<file path="src/hw/rtl/assert_macros.svh">
// ----------------------------------------------------------------------------
// Assertion macros
// Shared concurrent assertion forms for the RTL of this project.
// ----------------------------------------------------------------------------
`ifndef ASSERT_MACROS_SVH
`define ASSERT_MACROS_SVH

// Same-cycle implication, disabled while reset is high.
`define ASSERT_IMPLY(label, clk, rst, ante, cons, msg) \
   label: assert property (@(posedge clk) disable iff (rst) (ante) |-> (cons)) \
      else $error(msg);

// Next-cycle implication, disabled while reset is high.
`define ASSERT_NEXT(label, clk, rst, ante, cons, msg) \
   label: assert property (@(posedge clk) disable iff (rst) (ante) |=> (cons)) \
      else $error(msg);

`endif

</file>
<file path="src/hw/rtl/prlf_pkg.sv">
// ----------------------------------------------------------------------------
// prlf_pkg
// Widths, status codes and register indexes of the page replacement block.
// ----------------------------------------------------------------------------
`default_nettype none

package prlf_pkg;

   localparam int ADDR_W       = 48;
   localparam int PAGE_OUT_W   = 36;
   localparam int TOTAL_W      = 32;
   localparam int STATUS_W     = 2;
   localparam int SLOTS_CFG_W  = 5;
   localparam int REGION_CFG_W = 19;
   localparam int CSR_INDEX_W  = 2;
   localparam int CSR_DATA_W   = 36;

   localparam logic [STATUS_W-1:0] STATUS_HIT     = 2'd0;
   localparam logic [STATUS_W-1:0] STATUS_MISS    = 2'd1;
   localparam logic [STATUS_W-1:0] STATUS_OUTSIDE = 2'd2;

   localparam logic [CSR_INDEX_W-1:0] CSR_POLICY       = 2'd0;
   localparam logic [CSR_INDEX_W-1:0] CSR_SLOTS_IN_USE = 2'd1;
   localparam logic [CSR_INDEX_W-1:0] CSR_REGION_BASE  = 2'd2;
   localparam logic [CSR_INDEX_W-1:0] CSR_REGION_PAGES = 2'd3;

   localparam logic POLICY_LRU  = 1'b0;
   localparam logic POLICY_FIFO = 1'b1;

   localparam logic [SLOTS_CFG_W-1:0]  SLOTS_CFG_RESET  = 5'd16;
   localparam logic [REGION_CFG_W-1:0] REGION_CFG_RESET = 19'd262144;

endpackage

`default_nettype wire

</file>
<file path="src/hw/rtl/page_replacement_lru_fifo.sv">
// An address outside the region goes from the check state straight to the response
// state; an in-region FIFO hit runs only the lookup pass, an LRU hit or any miss also
// the age update pass. One request is taken at a time, in the idle state only, and the
// slot table RAM is stepped one slot per cycle, once for each pass that is run.
// Reset (synchronous, active high) clears all slot valid bits, the resident count,
// both counters and the registers to LRU, 16 slots, base 0, 262144 pages.
// ----------------------------------------------------------------------------
// page_replacement_lru_fifo
// Fully associative resident-page set with LRU or FIFO replacement, one slot
// examined per cycle by a small sequencer around a slot table RAM.
// ----------------------------------------------------------------------------
`default_nettype none

`include "assert_macros.svh"

module page_replacement_lru_fifo #(
   parameter int SLOTS      = 16,
   parameter int PAGE_SHIFT = 12
) (
   input  wire logic                                 clock,
   input  wire logic                                 reset,
   input  wire logic                                 req_valid,
   output logic                                      req_ready,
   input  wire logic [prlf_pkg::ADDR_W-1:0]          req_fault_address,
   output logic                                      rsp_valid,
   input  wire logic                                 rsp_ready,
   output logic      [prlf_pkg::STATUS_W-1:0]        rsp_status,
   output logic                                      rsp_evicted_valid,
   output logic      [prlf_pkg::PAGE_OUT_W-1:0]      rsp_evicted_page,
   output logic      [prlf_pkg::TOTAL_W-1:0]         rsp_fault_total,
   output logic      [prlf_pkg::TOTAL_W-1:0]         rsp_eviction_total,
   input  wire logic                                 csr_wen,
   input  wire logic [prlf_pkg::CSR_INDEX_W-1:0]     csr_index,
   input  wire logic [prlf_pkg::CSR_DATA_W-1:0]      csr_wdata
);

   import prlf_pkg::*;

   localparam int PAGE_W = ADDR_W - PAGE_SHIFT;
   localparam int IDX_W  = (SLOTS > 1) ? $clog2(SLOTS) : 1;
   localparam int RANK_W = IDX_W;
   localparam int LIM_W  = RANK_W + 1;
   localparam int SEQ_W  = $clog2(SLOTS + 1);
   localparam int CNT_W  = $clog2(SLOTS + 1);
   localparam int CMP_W  = (PAGE_W > PAGE_OUT_W) ? PAGE_W : PAGE_OUT_W;
   localparam int ENTRY_W = PAGE_W + RANK_W;

   typedef enum logic [5:0] {
      ST_IDLE    = 6'b000001,
      ST_CHECK   = 6'b000010,
      ST_SCAN    = 6'b000100,
      ST_DECIDE  = 6'b001000,
      ST_UPDATE  = 6'b010000,
      ST_RESPOND = 6'b100000
   } state_type;

   // control state
   state_type               state_ff, state_in;
   logic [SEQ_W-1:0]        seq_ff, seq_in;
   logic                    rd_pend_ff, rd_pend_in;
   logic [IDX_W-1:0]        data_idx_ff, data_idx_in;
   logic [SLOTS-1:0]        valid_ff, valid_in;
   logic [CNT_W-1:0]        count_ff, count_in;
   logic [TOTAL_W-1:0]      fault_cnt_ff, fault_cnt_in;
   logic [TOTAL_W-1:0]      evict_cnt_ff, evict_cnt_in;
   logic                    hit_found_ff, hit_found_in;
   logic                    vict_found_ff, vict_found_in;
   logic                    free_found_ff, free_found_in;
   logic                    rsp_valid_ff, rsp_valid_in;

   // configuration
   logic                    cfg_policy_ff, cfg_policy_in;
   logic [SLOTS_CFG_W-1:0]  cfg_slots_ff, cfg_slots_in;
   logic [PAGE_OUT_W-1:0]   cfg_base_ff, cfg_base_in;
   logic [REGION_CFG_W-1:0] cfg_pages_ff, cfg_pages_in;

   // working payload
   logic [PAGE_W-1:0]       page_ff, page_in;
   logic [IDX_W-1:0]        hit_idx_ff, hit_idx_in;
   logic [RANK_W-1:0]       hit_rank_ff, hit_rank_in;
   logic [IDX_W-1:0]        vict_idx_ff, vict_idx_in;
   logic [RANK_W-1:0]       vict_rank_ff, vict_rank_in;
   logic [PAGE_W-1:0]       vict_page_ff, vict_page_in;
   logic [IDX_W-1:0]        free_idx_ff, free_idx_in;
   logic [IDX_W-1:0]        target_ff, target_in;
   logic [LIM_W-1:0]        lim_ff, lim_in;
   logic [STATUS_W-1:0]     status_ff, status_in;
   logic                    ev_valid_ff, ev_valid_in;
   logic [PAGE_OUT_W-1:0]   ev_page_ff, ev_page_in;

   // response register
   logic [STATUS_W-1:0]     rsp_status_ff, rsp_status_in;
   logic                    rsp_ev_valid_ff, rsp_ev_valid_in;
   logic [PAGE_OUT_W-1:0]   rsp_ev_page_ff, rsp_ev_page_in;
   logic [TOTAL_W-1:0]      rsp_fault_ff, rsp_fault_in;
   logic [TOTAL_W-1:0]      rsp_evict_ff, rsp_evict_in;

   // slot table RAM
   logic                    ram_wr_en;
   logic [IDX_W-1:0]        ram_wr_addr;
   logic [ENTRY_W-1:0]      ram_wr_data;
   logic                    ram_rd_en;
   logic [IDX_W-1:0]        ram_rd_addr;
   logic [ENTRY_W-1:0]      ram_rd_data;
   logic [PAGE_W-1:0]       rd_page;
   logic [RANK_W-1:0]       rd_rank;

   // helpers
   logic [CMP_W-1:0]        page_cmp;
   logic [CMP_W-1:0]        base_cmp;
   logic [CMP_W-1:0]        region_off;
   logic                    in_region;
   logic [7:0]              slot_limit;
   logic                    evict_cond;

   prlf_ram #(
      .WIDTH(ENTRY_W),
      .DEPTH(SLOTS)
   ) u_slot_ram (
      .clock  (clock),
      .wr_en  (ram_wr_en),
      .wr_addr(ram_wr_addr),
      .wr_data(ram_wr_data),
      .rd_en  (ram_rd_en),
      .rd_addr(ram_rd_addr),
      .rd_data(ram_rd_data)
   );

   assign rd_page = ram_rd_data[RANK_W +: PAGE_W];
   assign rd_rank = ram_rd_data[RANK_W-1:0];

   assign page_cmp   = CMP_W'(page_ff);
   assign base_cmp   = CMP_W'(cfg_base_ff);
   assign region_off = page_cmp - base_cmp;
   assign in_region  = (page_cmp >= base_cmp) && (region_off < CMP_W'(cfg_pages_ff));

   // clamp the slot limit into 1..SLOTS
   always_comb begin
      if (cfg_slots_ff == '0) begin
         slot_limit = 8'd1;
      end else if (8'(cfg_slots_ff) > 8'(SLOTS)) begin
         slot_limit = 8'(SLOTS);
      end else begin
         slot_limit = 8'(cfg_slots_ff);
      end
   end

   assign evict_cond = (8'(count_ff) >= slot_limit) && vict_found_ff;

   always_comb begin
      state_in        = state_ff;
      seq_in          = seq_ff;
      rd_pend_in      = 1'b0;
      data_idx_in     = data_idx_ff;
      valid_in        = valid_ff;
      count_in        = count_ff;
      fault_cnt_in    = fault_cnt_ff;
      evict_cnt_in    = evict_cnt_ff;
      hit_found_in    = hit_found_ff;
      vict_found_in   = vict_found_ff;
      free_found_in   = free_found_ff;
      rsp_valid_in    = rsp_valid_ff;
      cfg_policy_in   = cfg_policy_ff;
      cfg_slots_in    = cfg_slots_ff;
      cfg_base_in     = cfg_base_ff;
      cfg_pages_in    = cfg_pages_ff;
      page_in         = page_ff;
      hit_idx_in      = hit_idx_ff;
      hit_rank_in     = hit_rank_ff;
      vict_idx_in     = vict_idx_ff;
      vict_rank_in    = vict_rank_ff;
      vict_page_in    = vict_page_ff;
      free_idx_in     = free_idx_ff;
      target_in       = target_ff;
      lim_in          = lim_ff;
      status_in       = status_ff;
      ev_valid_in     = ev_valid_ff;
      ev_page_in      = ev_page_ff;
      rsp_status_in   = rsp_status_ff;
      rsp_ev_valid_in = rsp_ev_valid_ff;
      rsp_ev_page_in  = rsp_ev_page_ff;
      rsp_fault_in    = rsp_fault_ff;
      rsp_evict_in    = rsp_evict_ff;
      ram_wr_en       = 1'b0;
      ram_wr_addr     = data_idx_ff;
      ram_wr_data     = '0;
      ram_rd_en       = 1'b0;
      ram_rd_addr     = seq_ff[IDX_W-1:0];

      if (csr_wen) begin
         unique case (csr_index)
            CSR_POLICY:       cfg_policy_in = csr_wdata[0];
            CSR_SLOTS_IN_USE: cfg_slots_in  = csr_wdata[SLOTS_CFG_W-1:0];
            CSR_REGION_BASE:  cfg_base_in   = csr_wdata[PAGE_OUT_W-1:0];
            CSR_REGION_PAGES: cfg_pages_in  = csr_wdata[REGION_CFG_W-1:0];
            default: ;
         endcase
      end

      if (rsp_valid_ff && rsp_ready) begin
         rsp_valid_in = 1'b0;
      end

      // lookup pass: examine the entry read in the previous cycle
      if (state_ff == ST_SCAN && rd_pend_ff) begin
         if (valid_ff[data_idx_ff]) begin
            if (!hit_found_ff && rd_page == page_ff) begin
               hit_found_in = 1'b1;
               hit_idx_in   = data_idx_ff;
               hit_rank_in  = rd_rank;
            end
            if (!vict_found_ff || rd_rank > vict_rank_ff) begin
               vict_found_in = 1'b1;
               vict_idx_in   = data_idx_ff;
               vict_rank_in  = rd_rank;
               vict_page_in  = rd_page;
            end
         end else if (!free_found_ff) begin
            free_found_in = 1'b1;
            free_idx_in   = data_idx_ff;
         end
      end

      // age update pass: target becomes age zero, younger valid slots age by one
      if (state_ff == ST_UPDATE && rd_pend_ff) begin
         if (data_idx_ff == target_ff) begin
            ram_wr_en   = 1'b1;
            ram_wr_data = {page_ff, RANK_W'(0)};
         end else if (valid_ff[data_idx_ff] && LIM_W'(rd_rank) < lim_ff) begin
            ram_wr_en   = 1'b1;
            ram_wr_data = {rd_page, rd_rank + RANK_W'(1)};
         end
      end

      unique case (state_ff)
         ST_IDLE: begin
            if (req_valid) begin
               page_in  = req_fault_address[ADDR_W-1 -: PAGE_W];
               state_in = ST_CHECK;
            end
         end
         ST_CHECK: begin
            seq_in        = '0;
            hit_found_in  = 1'b0;
            vict_found_in = 1'b0;
            free_found_in = 1'b0;
            ev_valid_in   = 1'b0;
            ev_page_in    = '0;
            if (in_region) begin
               if (fault_cnt_ff != '1) begin
                  fault_cnt_in = fault_cnt_ff + TOTAL_W'(1);
               end
               state_in = ST_SCAN;
            end else begin
               status_in = STATUS_OUTSIDE;
               state_in  = ST_RESPOND;
            end
         end
         ST_SCAN, ST_UPDATE: begin
            if (seq_ff != SEQ_W'(SLOTS)) begin
               ram_rd_en   = 1'b1;
               rd_pend_in  = 1'b1;
               data_idx_in = seq_ff[IDX_W-1:0];
               seq_in      = seq_ff + SEQ_W'(1);
            end else if (state_ff == ST_SCAN) begin
               state_in = ST_DECIDE;
            end else begin
               state_in = ST_RESPOND;
            end
         end
         ST_DECIDE: begin
            seq_in = '0;
            if (hit_found_ff) begin
               status_in = STATUS_HIT;
               target_in = hit_idx_ff;
               lim_in    = LIM_W'(hit_rank_ff);
               state_in  = (cfg_policy_ff == POLICY_LRU) ? ST_UPDATE : ST_RESPOND;
            end else begin
               status_in = STATUS_MISS;
               lim_in    = LIM_W'(SLOTS);
               state_in  = ST_UPDATE;
               if (evict_cond) begin
                  // the victim slot is reused, so the resident count holds
                  ev_valid_in = 1'b1;
                  ev_page_in  = PAGE_OUT_W'(vict_page_ff);
                  target_in   = vict_idx_ff;
                  if (evict_cnt_ff != '1) begin
                     evict_cnt_in = evict_cnt_ff + TOTAL_W'(1);
                  end
               end else begin
                  target_in             = free_idx_ff;
                  valid_in[free_idx_ff] = 1'b1;
                  count_in              = count_ff + CNT_W'(1);
               end
            end
         end
         ST_RESPOND: begin
            if (!rsp_valid_ff || rsp_ready) begin
               rsp_valid_in    = 1'b1;
               rsp_status_in   = status_ff;
               rsp_ev_valid_in = ev_valid_ff;
               rsp_ev_page_in  = ev_page_ff;
               rsp_fault_in    = fault_cnt_ff;
               rsp_evict_in    = evict_cnt_ff;
               state_in        = ST_IDLE;
            end
         end
         default: state_in = ST_IDLE;
      endcase
   end

   always_ff @(posedge clock) begin
      if (reset) begin
         state_ff      <= ST_IDLE;
         seq_ff        <= '0;
         rd_pend_ff    <= 1'b0;
         valid_ff      <= '0;
         count_ff      <= '0;
         fault_cnt_ff  <= '0;
         evict_cnt_ff  <= '0;
         hit_found_ff  <= 1'b0;
         vict_found_ff <= 1'b0;
         free_found_ff <= 1'b0;
         rsp_valid_ff  <= 1'b0;
         cfg_policy_ff <= POLICY_LRU;
         cfg_slots_ff  <= SLOTS_CFG_RESET;
         cfg_base_ff   <= '0;
         cfg_pages_ff  <= REGION_CFG_RESET;
      end else begin
         state_ff      <= state_in;
         seq_ff        <= seq_in;
         rd_pend_ff    <= rd_pend_in;
         valid_ff      <= valid_in;
         count_ff      <= count_in;
         fault_cnt_ff  <= fault_cnt_in;
         evict_cnt_ff  <= evict_cnt_in;
         hit_found_ff  <= hit_found_in;
         vict_found_ff <= vict_found_in;
         free_found_ff <= free_found_in;
         rsp_valid_ff  <= rsp_valid_in;
         cfg_policy_ff <= cfg_policy_in;
         cfg_slots_ff  <= cfg_slots_in;
         cfg_base_ff   <= cfg_base_in;
         cfg_pages_ff  <= cfg_pages_in;
      end
   end

   always_ff @(posedge clock) begin
      data_idx_ff     <= data_idx_in;
      page_ff         <= page_in;
      hit_idx_ff      <= hit_idx_in;
      hit_rank_ff     <= hit_rank_in;
      vict_idx_ff     <= vict_idx_in;
      vict_rank_ff    <= vict_rank_in;
      vict_page_ff    <= vict_page_in;
      free_idx_ff     <= free_idx_in;
      target_ff       <= target_in;
      lim_ff          <= lim_in;
      status_ff       <= status_in;
      ev_valid_ff     <= ev_valid_in;
      ev_page_ff      <= ev_page_in;
      rsp_status_ff   <= rsp_status_in;
      rsp_ev_valid_ff <= rsp_ev_valid_in;
      rsp_ev_page_ff  <= rsp_ev_page_in;
      rsp_fault_ff    <= rsp_fault_in;
      rsp_evict_ff    <= rsp_evict_in;
   end

   assign req_ready          = (state_ff == ST_IDLE);
   assign rsp_valid          = rsp_valid_ff;
   assign rsp_status         = rsp_status_ff;
   assign rsp_evicted_valid  = rsp_ev_valid_ff;
   assign rsp_evicted_page   = rsp_ev_page_ff;
   assign rsp_fault_total    = rsp_fault_ff;
   assign rsp_eviction_total = rsp_evict_ff;

   `ASSERT_IMPLY(a_count_tracks_valid, clock, reset, 1'b1, CNT_W'($countones(valid_ff)) == count_ff, "resident count differs from valid slots")
   `ASSERT_IMPLY(a_free_slot_on_insert, clock, reset, state_ff == ST_DECIDE && !hit_found_ff && !evict_cond, free_found_ff, "insert without eviction found no free slot")
   `ASSERT_NEXT(a_evict_counts, clock, reset, state_ff == ST_DECIDE && !hit_found_ff && evict_cond && evict_cnt_ff != '1, evict_cnt_ff == $past(evict_cnt_ff) + TOTAL_W'(1), "eviction not counted")
   `ASSERT_IMPLY(a_update_write_in_range, clock, reset, ram_wr_en, state_ff == ST_UPDATE, "slot table written outside the update pass")

endmodule

`default_nettype wire

</file>
<file path="src/hw/rtl/prlf_ram.sv">
// ----------------------------------------------------------------------------
// prlf_ram
// Generic simple dual-port RAM: one write port, one read port, registered read.
// ----------------------------------------------------------------------------
`default_nettype none

module prlf_ram #(
   parameter int WIDTH = 40,
   parameter int DEPTH = 16,
   localparam int AW   = (DEPTH > 1) ? $clog2(DEPTH) : 1
) (
   input  wire logic             clock,
   input  wire logic             wr_en,
   input  wire logic [AW-1:0]    wr_addr,
   input  wire logic [WIDTH-1:0] wr_data,
   input  wire logic             rd_en,
   input  wire logic [AW-1:0]    rd_addr,
   output logic      [WIDTH-1:0] rd_data
);

   logic [WIDTH-1:0] mem_ff [DEPTH];
   logic [WIDTH-1:0] rd_data_ff;

   always_ff @(posedge clock) begin
      if (wr_en) begin
         mem_ff[wr_addr] <= wr_data;
      end
      if (rd_en) begin
         rd_data_ff <= mem_ff[rd_addr];
      end
   end

   assign rd_data = rd_data_ff;

endmodule

`default_nettype wire

</file>
<file path="config.mk">
export PLATFORM = sky130hd
export DESIGN_NAME = page_replacement_lru_fifo
export DESIGN_NICKNAME = d
export VERILOG_FILES = /design/src/hw/rtl/prlf_pkg.sv /design/src/hw/rtl/page_replacement_lru_fifo.sv /design/src/hw/rtl/prlf_ram.sv
export VERILOG_INCLUDE_DIRS = /design/src /design/src/hw/rtl
export SDC_FILE = /design/constraint.sdc
export NUM_CORES = 1
export LEC_CHECK = 0
export BUFFER_PORTS_ARGS = -buffer_cell sky130_fd_sc_hd__buf_4
export CAP_MARGIN = 0
export CORE_MARGIN = 4
export CORE_UTILIZATION = 41
export DETAILED_ROUTE_END_ITERATION = 8
export SLEW_MARGIN = 0
export SYNTH_ARGS = -nofsm -noshare
export SYNTH_HDL_FRONTEND = slang
export SYNTH_SLANG_ARGS = --single-unit
</file>
<file path="constraint.sdc">
create_clock -name clock -period 6.7 [get_ports clock]
set_input_delay 1.005 -clock clock [delete_from_list [all_inputs] [get_ports clock]]
set_output_delay 1.005 -clock clock [all_outputs]
set_load 0.05 [all_outputs]
</file>
After elaboration in Yosys (flattened, before gate mapping)
Memory sizes are Yosys's and may differ from the RTL's. A register that Yosys moved wholly into a read port is not among the register bits.
Index checks and enable logic that the tools add are counted.
{ "word_totals": {"ram_bits": 640, "n_memories": 1, "input_bits": 91, "word_cells": 155, "ff_bits": 409} }
{ "op_classes": {"add_sub_neg": 6, "n_mux": 41, "bitwise_logic": 5, "order_cmp": 9, "n_eq_ne": 21, "reduce_logical": 38} }
{ "mem_list": {"columns": ["name", "words", "width", "rd", "rd_clocked_by_memory_dff", "wr", "line_no", "text"], "rows": [
  ["u_slot_ram.mem_ff", 16, 40, 1, 1, 1, "prlf_ram.sv:21", "logic [WIDTH-1:0] mem_ff [DEPTH];"]
]} }
{ "op_table": {"columns": ["op", "n"], "rows": [
  ["$mux 40", 3],
  ["$mux 36", 2],
  ["$pmux 36 s2", 1],
  ["$add 32x1->32 const B", 2],
  ["$ne 32x32->1 const B", 2],
  ["$mux 6", 7],
  ["$eq 36x36->1", 1],
  ["$ge 36x36->1", 1],
  ["$lt 36x19->1", 1],
  ["$sub 36x36->36", 1],
  ["$pmux 6 s5", 1],
  ["$reduce_and 3->1", 7],
  ["$mux 5", 4],
  ["$reduce_and 2->1", 10],
  ["$or 16x16->16", 1],
  ["$mux 1", 15],
  ["$ne 2x2->1 const B", 7],
  ["$add 5x1->5 const B", 2],
  ["$lt 4x5->1 const B", 2],
  ["$pmux 5 s2", 1],
  ["$ge 5x8->1", 1],
  ["$logic_and 1x1->1", 8],
  ["$mux 4", 2],
  ["$eq 6x1->1 const B", 1],
  ["other kinds (27)", 37]
]} }

Depth between registers and ports, before layout
{ "logic_depth": {"depth_word": 8, "ltp_mapped": 21, "depth_no_buf": 18} }

By module
Synthesis repeated with hierarchy kept, for this count alone.
{ "hier_totals": {"hier_cells": 2848, "area_unflattened_um2": 44506.4} }
{ "modules_own_cells": {"columns": ["module", "seq_area_each_um2", "cells_per_inst", "area_per_inst_um2", "instances"], "rows": [
  ["prlf_ram", 20419.6, 1040, 25532.0, 1],
  ["page_replacement_lru_fifo", 10660.2, 1808, 18974.4, 1]
]} }

Worst setup path after synthesis
No wires, ideal clock.
{ "synth_path": {"path_kind": "input to register", "start": "input port rsp_ready", "end": "register rsp_ev_page_ff[0], in the netlist rsp_evicted_page[0] (enable)", "setup_slack_ns": 0.438, "required_ns": 6.124, "stages": 2, "arrival_time_ns": 5.685, "path_cell_list": "nand2b_1 > nor2b_1"} }
{ "synth_between": {"elab_chain_cells": 2} }
{ "synth_lines": {"columns": ["item", "line_no", "text"], "rows": [
  ["from (decl)", "page_replacement_lru_fifo.sv:26", "input wire logic rsp_ready,"],
  ["$logic_or 1x1->1", "page_replacement_lru_fifo.sv:298", "if (!rsp_valid_ff || rsp_ready) begin"],
  ["$reduce_and 2->1 (no source line)", null, null],
  ["to (signal assigned)", "page_replacement_lru_fifo.sv:364", "rsp_ev_page_ff <= rsp_ev_page_in;"],
  ["to (decl)", "page_replacement_lru_fifo.sv:94", "logic [PAGE_OUT_W-1:0] rsp_ev_page_ff, rsp_ev_page_in;"]
]} }
Every way passes these cells.
A chain may end at the register's enable or synchronous reset.

Worst setup path in the final report
{ "layout_path": {"start": "register page_ff[0], in the netlist page_cmp[0]", "end": "register status_ff[0] (enable)"} }
{ "layout_between": {"elab_chain_cells": 5, "word_cells_on_any_way": 6, "cone_classes": "1 x add/sub; 2 x order compare; 1 x eq/ne; 2 x reduce/logical"} }
{ "layout_lines": {"columns": ["item", "line_no", "text"], "rows": [
  ["from (decl)", "page_replacement_lru_fifo.sv:78", "logic [PAGE_W-1:0] page_ff, page_in;"],
  ["from (signal assigned)", "page_replacement_lru_fifo.sv:350", "page_ff <= page_in;"],
  ["$sub 36x36->36", "page_replacement_lru_fifo.sv:134", "assign region_off = page_cmp - base_cmp;"],
  ["$lt 36x19->1", "page_replacement_lru_fifo.sv:135", "assign in_region = (page_cmp >= base_cmp) && (region_off < CMP_W'(cfg_pages_ff));"],
  ["$logic_and 1x1->1 *", "page_replacement_lru_fifo.sv:135", null],
  ["$ne 2x2->1 (no source line) *", null, null],
  ["$reduce_and 2->1 (no source line) *", null, null],
  ["to (signal assigned)", "page_replacement_lru_fifo.sv:359", "status_ff <= status_in;"],
  ["to (decl)", "page_replacement_lru_fifo.sv:87", "logic [STATUS_W-1:0] status_ff, status_in;"]
]} }
Mark *: on every way between the ends. The rest lies on a longest branch, timed or not.

==> out/metrics.cfg <==
[critical_path]
crit_start=page_cmp[0]
crit_path_cell_trace=inv_1 -> ha_1 -> fa_1 -> nand2b_1 -> a21oi_1 -> o21a_1 -> o31a_1 -> xor2_1 -> ha_1 -> o21a_1 -> o21ai_0 -> a31oi_1 -> a311oi_1 -> o2111ai_1 -> nor4_2 -> nand4_2 -> buf_4 -> or4_1 -> nor2b_1
crit_arrival_ps=5900
crit_type=reg -> reg
r2r-start=page_cmp[0]
crit_cells=19
cp_slowest_cell=or4_1
critPathMaxStageDelay_ps=580
r2r_cells=19
path_delay_family=compound AO/OA/AOI/OAI gates
crit_fanout=46
cp-start-kind=flip-flop
cp.required_ps=7110
worstSetupEndpointType=flip-flop
timing.critical_path.buf_inv=2

[min_path]
min_path_type=reg -> reg
hold_path_startpoint=ev_page_ff[24]
holdPathStages=0

[layout]
fin_nets=3150
final_core_util=0.4748
area_growth_pct=14.65
fill_cells=9007
layout-drive-gt1-share=0.2137
fin_area_sq_um=50980
stdcell_count=4482

[drt]
vias=24790
via_per_inst=5.530
initialDrtViolationCount=2243
first_pass_iters=7
drt-total-wl_microns=107600
postRouteAntennaNets=0
drcViolationCount=0
wl_per_cell_microns=24.01

[floorplanning]
rows=120
die_x_microns=337.3
io_pins=196
dieArea_sq_um=113800
die_h_microns=337.3
start_util=0.4142
coreArea_sq_um=107400

[grt]
grt_pass1_wl_microns=159500
grtUsageTotal=0.1879
grt_max_degree=133
grt_pass1_vias=25060
overflow=0
grt_antenna_before_repair=6

[power_and_ir_drop]
p_comb_frac=0.038
p_sw_frac=0.2116
p_clk_frac=0.432
power_switching_mw=2.932
powerDensity_nw_per_um2=271.9
fin_total_pwr_mw=13.86
power.leakage_nw=14.02
seqPwrFrac=0.530
internal-power_mw=10.93
peakVddDrop_uv=182.3

[logic_synthesis]
syn_nets=2964
synth_seq_cells=1089
synth_ff_type=edfxtp_1
synth.largest_area_cell=edfxtp_1
yosysSeqAreaShare=0.6990
yosys_warnings=0
syn_area_sq_um=44460
netlist_instances=2800
synthTopCellsByArea=edfxtp_1 63%, mux4_2 10%, dfxtp_1 7.3%
avgSynthCellArea_sq_um=15.88
synth_top_area_frac=0.6261
async_flop_share=0
synth_cell_types=76
synth_edf_count=927

[sta]
fin_skew_ps=50.68
finalCritPeriodShare=0.8195
worst_pin_slew_ps=1324
layout_setup_ws_ps=1210
hold_violations=0
fin_tns_setup_ps=0
finalSetupViolations=0
rsz0062_at_grt=false
drv_slew=0
whs_ps=413.4
fmax_mhz=182.1
period_needed_ps=5490
relSlewSlack=0.1175

[clocking]
clkTransAtPathRegs_ps=60
cts_tree=yes
cts_setup_buffers=0
post_cts_resized=0
worst_skew_pair.late_latency_ps=690
cts_hold_buf=0
clk_path_buf_depth=3
cts.sink_count=1089
cts-root-buf=clkbuf_16
htree_levels=3
numCtsBuffers=107

[placement]
io_buffer_count=183
dpl.cell_count=4280
placed_area_sq_um=47430
dp.final_hpwl_microns=65740
place_congestion=0.8477
dp_worst_setup_slack_ps=1288

[status]
status=complete, no violations

[job]
maxCapViolCount=0

[state kept, by name, summed over array words and instances (netlist names), 6 cells and up]
name / cells
vict_page_ff: 36
state_ff: 6
evict_cnt_ff: 32
u_slot_ram.rd_data: 40
rsp_eviction_total: 32
valid_ff: 16
page_cmp: 36
rsp_evicted_page: 36
ev_page_ff: 36
cfg_pages_ff: 19
fault_cnt_ff: 32
u_slot_ram.mem_ff: 640
base_cmp: 36
rsp_fault_total: 32
[layout make-up]
type / count / area (sq um) / area share
Tap cell: 1403 / 1755 / 0.03444
Timing Repair Buffer: 216 / 1647 / 0.03230
Multi-Input combinational cell: 1480 / 12590 / 0.2470
Clock buffer: 119 / 2754 / 0.05402
Inverter: 92 / 345.3 / 0.006774
Antenna cell: 4 / 10.01 / 0.0001964
Clock inverter: 79 / 779.5 / 0.01529
Sequential cell: 1089 / 31090 / 0.6100
[cells by family (layout without fill, tap and decap cells)]
group | after synthesis | after routing | share of synthesized area
flops | 1089 | 1089 | 0.6990
compound gates | 357 | 357 | 0.04908
other cells | 0 | 4 | 0
simple gates | 722 | 722 | 0.08071
mux | 239 | 239 | 0.1120
fa+ha+maj | 73 | 73 | 0.02071
buf+inv | 231 | 506 | 0.02094
xor+xnor | 89 | 89 | 0.01753
[path summary, 6_finish.rpt]
| path | to | slack [ps] |
|---|---|---|
| hold / removal | rsp_evicted_page[24] | 410 |
| setup reg to reg | status_ff[0] | 1210 |
| hold reg to reg | rsp_evicted_page[24] | 410 |
| setup / recovery | status_ff[0] | 1210 |
[placed cells by master, fill, tap and decap left out, drive strengths merged, types with 27 or more instances in the layout]
cell,count
nand2,232
mux4,205
o21ai,57
inv,95
clkinv,54
nand3,75
nor2,130
nand4,40
clkbuf,119
buf,216
nor3,41
ha,72
xnor2,42
and2,52
a21oi,189
edfxtp,927
dfxtp,162
or3,27
xor2,47
[Yosys cell counts (all sizes together), types with 7 or more instances]
| library cell | n |
|---|---|
| or4 | 16 |
| dfxtp | 162 |
| xor2 | 47 |
| nor2b | 25 |
| o21ai | 57 |
| xnor2 | 42 |
| a31oi | 10 |
| clkbuf | 92 |
| edfxtp | 927 |
| ha | 72 |
| buf | 47 |
| or3 | 27 |
| o211ai | 7 |
| nand3 | 75 |
| nor4 | 14 |
| nor3 | 41 |
| o21a | 10 |
| a211oi | 9 |
| and3 | 18 |
| mux4 | 205 |
| and2 | 52 |
| nand2b | 16 |
| inv | 92 |
| a21o | 20 |
| and4 | 12 |
| nor3b | 7 |
| mux2i | 16 |
| nor2 | 130 |
| nand4 | 40 |
| mux2 | 18 |
| o31ai | 18 |
| nand2 | 232 |
| a21oi | 189 |
[layer usage]
layer  routed length, microns  global-route usage  vias up
met2                    53780              0.3212      790
met4                     2146             0.04724        4
li1                         -                   -    11180
met3                     7482             0.03588      153
met1                    44170              0.2487    12660
met5                       27                   0        -
[power by group through the flow]
stage | registers [mW] | logic, mW | clock network, mW
global placement | 7.49 | 0.518 | 0
global route | 7.34 | 0.581 | 6.44
floorplan | 7.46 | 0.357 | 0
detailed placement | 7.49 | 0.521 | 0
finish | 7.34 | 0.524 | 5.99
CTS | 7.34 | 0.524 | 6.14
Power figures use the tool's default switching activity.
